File: src/hdl/pal_pkg.sv
`timescale 1ns / 1ps
// pal_pkg: sizes, request codes and the per-cycle command bundle for the
// positional array list. No dependencies.
package pal_pkg;

  // list geometry
  localparam int DEPTH  = 128;
  localparam int WIDTH  = 32;

  // fixed port field widths
  localparam int TYPE_W = 2;
  localparam int POS_W  = 7;
  localparam int ITEM_W = 32;
  localparam int ECNT_W = 8;

  // count holds 0..DEPTH; compares run at the wider of count and position
  localparam int CNT_W  = $clog2(DEPTH + 1);
  localparam int CMP_W  = (CNT_W > POS_W) ? CNT_W : POS_W;

  typedef enum logic [TYPE_W-1:0] {
    REQ_INSERT   = 2'd0,
    REQ_REMOVE   = 2'd1,
    REQ_RETRIEVE = 2'd2,
    REQ_REPLACE  = 2'd3
  } req_t;

  // command broadcast to every cell; the flags are already qualified
  typedef struct packed {
    logic             ins;
    logic             rem;
    logic             rep;
    logic [CMP_W-1:0] pos;
    logic [WIDTH-1:0] data;
  } cmd_t;

endpackage

File: src/hdl/pal_cell.sv
`timescale 1ns / 1ps
// pal_cell: one list slot. Holds one entry, shifts with its neighbors on
// insert and remove, loads on a hit. Depends on pal_pkg.
module pal_cell
  import pal_pkg::*;
(
  input  logic             clk,
  input  logic [CMP_W-1:0] idx,
  input  cmd_t             cmd,
  input  logic [WIDTH-1:0] left_in,
  input  logic [WIDTH-1:0] right_in,
  output logic [WIDTH-1:0] word,
  output logic [WIDTH-1:0] tap
);

  logic             hit;
  logic             above;
  logic [WIDTH-1:0] word_next;

  assign hit   = (idx == cmd.pos);
  assign above = (idx > cmd.pos);

  // slot update: insert pulls from below, remove pulls from above
  always_comb begin
    word_next = word;
    if (cmd.ins) begin
      if (above) begin
        word_next = left_in;
      end else if (hit) begin
        word_next = cmd.data;
      end
    end else if (cmd.rem) begin
      if (above || hit) begin
        word_next = right_in;
      end
    end else if (cmd.rep && hit) begin
      word_next = cmd.data;
    end
  end

  always_ff @(posedge clk) begin
    word <= word_next;
  end

  // read tap, OR-combined across the row
  assign tap = word & {WIDTH{hit}};

endmodule

File: config.mk
export PLATFORM = sky130hd
export DESIGN_NAME = pal_cell
export DESIGN_NICKNAME = d
export VERILOG_FILES = /design/src/hdl/pal_pkg.sv /design/src/hdl/pal_cell.sv
export SDC_FILE = /design/constraint.sdc
export NUM_CORES = 1
export LEC_CHECK = 0
export ABC_CLOCK_PERIOD_IN_PS = 5400
export BUFFER_PORTS_ARGS = -buffer_cell sky130_fd_sc_hd__clkbuf_2
export CAP_MARGIN = 20
export CORE_MARGIN = 2
export CORE_UTILIZATION = 46
export CTS_CLUSTER_SIZE = 16
export DETAILED_ROUTE_END_ITERATION = 12
export GPL_ROUTABILITY_DRIVEN = 0
export PLACE_DENSITY_LB_ADDON = 0.25
export RECOVER_POWER = 100
export SYNTH_ARGS = -nofsm -noshare
export SYNTH_HDL_FRONTEND = slang
export SYNTH_SLANG_ARGS = --single-unit
File: constraint.sdc
create_clock -name clk -period 5.4 [get_ports clk]
set_input_delay 1.08 -clock clk [delete_from_list [all_inputs] [get_ports clk]]
set_output_delay 1.08 -clock clk [all_outputs]
set_load 0.01 [all_outputs]
==> flow_summary.json <==
{
  "status": "complete, but fails checks",
  "violations": "capacitance limit, slew limit",
  "ys_ff_latch": 32,
  "start_kind": "input pin",
  "finalCritPeriodShare": 0.789,
  "clk_path_buf_depth": 2,
  "chipWidth_um": 80.5,
  "grt_usage": 0.223,
  "grt_setup_unrepaired": "no",
  "dieArea_sq_um": 6470,
  "max_freq_ghz": 0.235,
  "largest_reg_flops": 32,
  "dpl-instance-area_sq_um": 3560,
  "wl_um": 7250,
  "synth_area_leaders": "edfxtp_1 36%, a21bo_1 10%, a211oi_1 8.9%",
  "tightest_slew_ps": 1960,
  "cts_setup_buffers": 0,
  "maxCapViolations": 1,
  "synth_cell_types": 27,
  "via_per_inst": 5.40,
  "area_delta_synth_final_pct": 32.8,
  "maxSlewViolCount": 65,
  "yosysWarnings": 0,
  "p_leak_nw": 1.59,
  "cts_sinks": 32,
  "holdPathStages": 2,
  "fin_nets": 571,
  "cts_tree": "yes",
  "num_io_pins": 180,
  "die_y_um": 80.5,
  "design_area_sq_um": 3570,
  "synth_top_area_share": 0.357,
  "power_mw": 0.737,
  "power.density_nw_per_um2": 206,
  "cts_repair_resize_count": 0,
  "start_util": 0.482,
  "holdPathEnd": "word[30]$_DFFE_PP_",
  "hp-start": "cmd[30]",
  "synth.avg_cell_area_sq_um": 9.37,
  "grt-ovfl-total": 0,
  "drc_errors": 0,
  "portBuffers": 179,
  "route.vias.total": 2806,
  "first_pass_iters": 4,
  "root_buffer": "clkbuf_8",
  "setup_viol": 0,
  "multiInputGateArea_sq_um": 1540,
  "drive_gt1_frac": 0.326,
  "cp.required_ps": 5420,
  "crit_path_end_kind": "register",
  "drt_iter0_drc": 97,
  "ant_nets": 0,
  "numCtsBuffers": 5,
  "synth_top_area_cell": "edfxtp_1",
  "dp_hpwl_um": 5410,
  "grt_pass1_wl_um": 11200,
  "fin_ws_ps": 1140,
  "synthArstFlopShare": 0,
  "synth_nets": 411,
  "antenna_found_initial": 0,
  "hold_class": "in -> reg",
  "synth_flop_cell": "edfxtp_1",
  "syn_inst": 287,
  "finalSetupTns_ps": 0,
  "crit_type": "in -> reg",
  "seq_area_frac_synth": 0.357,
  "path_clk_slew_ps": 60,
  "largestRegisters": "word x32",
  "synth_edf_count": 32,
  "ir_worst_vdd_v": 0.000108,
  "wl_per_cell_um": 14.0,
  "hold_viol_final": 0,
  "min_period_ps": 4260,
  "grt_pass1_vias": 2584,
  "cp_data_arrival_time_ps": 4290,
  "preCtsSetupSlack_ps": 1480,
  "instances_no_fill": 520,
  "num-fill-cells": 533,
  "slew_headroom": -0.309,
  "num_rows": 27,
  "num_antenna_cells": 0,
  "cp_max_fo": 64,
  "seq_area_sq_um": 961,
  "dp.cells": 512,
  "largest_register": "word",
  "synthesis.area_sq_um": 2690,
  "coreArea_sq_um": 5570,
  "cts_max_level": 2,
  "grt_max_degree": 66,
  "cts-hold-fix-buffers": 0
}
==> synthesized netlist by cell type (all sizes together), types with 2 or more instances <==
| master | n |
|---|---|
| a211o | 2 |
| a211oi | 32 |
| a21bo | 31 |
| a21oi | 2 |
| a31oi | 32 |
| and2 | 32 |
| buf | 15 |
| clkbuf | 15 |
| edfxtp | 32 |
| ha | 8 |
| inv | 9 |
| nand3 | 31 |
| nand4 | 2 |
| nor2 | 5 |
| nor2b | 32 |
==> metrics by stage <==
stage / hold slack (ps) / utilization
floorplan: 1310 / -
global placement: 1430 / 0.638
finish: 1150 / 0.641
detailed placement: 1430 / 0.638
CTS: 1140 / 0.653
global route: 1150 / 0.641
==> worst max-delay path by stage <==
stage | from | endpoint | depth (start not counted)
floorplan | cmd[39] | word[0]$_DFFE_PP_ | 6
global placement | cmd[35] | word[30]$_DFFE_PP_ | 8
detailed placement | cmd[39] | word[30]$_DFFE_PP_ | 8
CTS | cmd[38] | tap[3] | 7
global route | cmd[35] | word[30]$_DFFE_PP_ | 8
finish | cmd[38] | word[30]$_DFFE_PP_ | 8
==> routing by layer <==
metal,share of wire,vias up,GRT usage
met2,0.52,122,0.406
met3,0.067,14,0.0416
met5,0,-,0
met4,0.022,0,0.0966
li1,-,1402,-
met1,0.39,1268,0.251
==> cell families after synthesis <==
kind of cell    count (synthesis)  synth area share
buf+inv                        39            0.0726
simple gates                  104             0.228
compound gates                104             0.305
flops                          32             0.357
fa+ha+maj                       8            0.0372
==> worst max-delay path, stage by stage <==
cell and delay [ps]:
clkbuf_2 80, inv_1 30, ha_1 300, nand4_2 210, nor2_4 580, a211o_1 1500
a31oi_1 200, o211a_1 300
==> layout make-up <==
type / count / share of cell area
multi-input combinational: 216 / 0.431
sequential: 32 / 0.269
timing repair buffer: 183 / 0.242
tap: 72 / 0.0252
clock buffer: 7 / 0.0214
inverter: 9 / 0.00946
clock inverter: 1 / 0.00105
==> cells in the final DEF, fill, tap and decap left out, types with 2 or more instances in the layout <==
cell type	netlist	layout
inv_1	9	9
a21oi_1	2	2
and2_1	32	16
a21bo_2	3	3
a211oi_1	32	32
nor2b_1	32	32
ha_1	8	8
clkbuf_8	0	5
and2_0	0	16
clkbuf_1	15	50
edfxtp_1	32	32
nand3_1	31	31
nor2_1	4	4
clkbuf_2	0	131
buf_4	2	4
a211o_1	2	2
a21bo_1	28	28
a31oi_1	32	32
==> power breakdown <==
part | internal (mW) | leakage (nW) | switching [mW]
logic | 0.102 | 1.25 | 0.125
clock network | 0.0895 | 0.0399 | 0.0781
registers | 0.324 | 0.304 | 0.0176
total | 0.516 | 1.59 | 0.221
(Power assumes the default switching activity.)
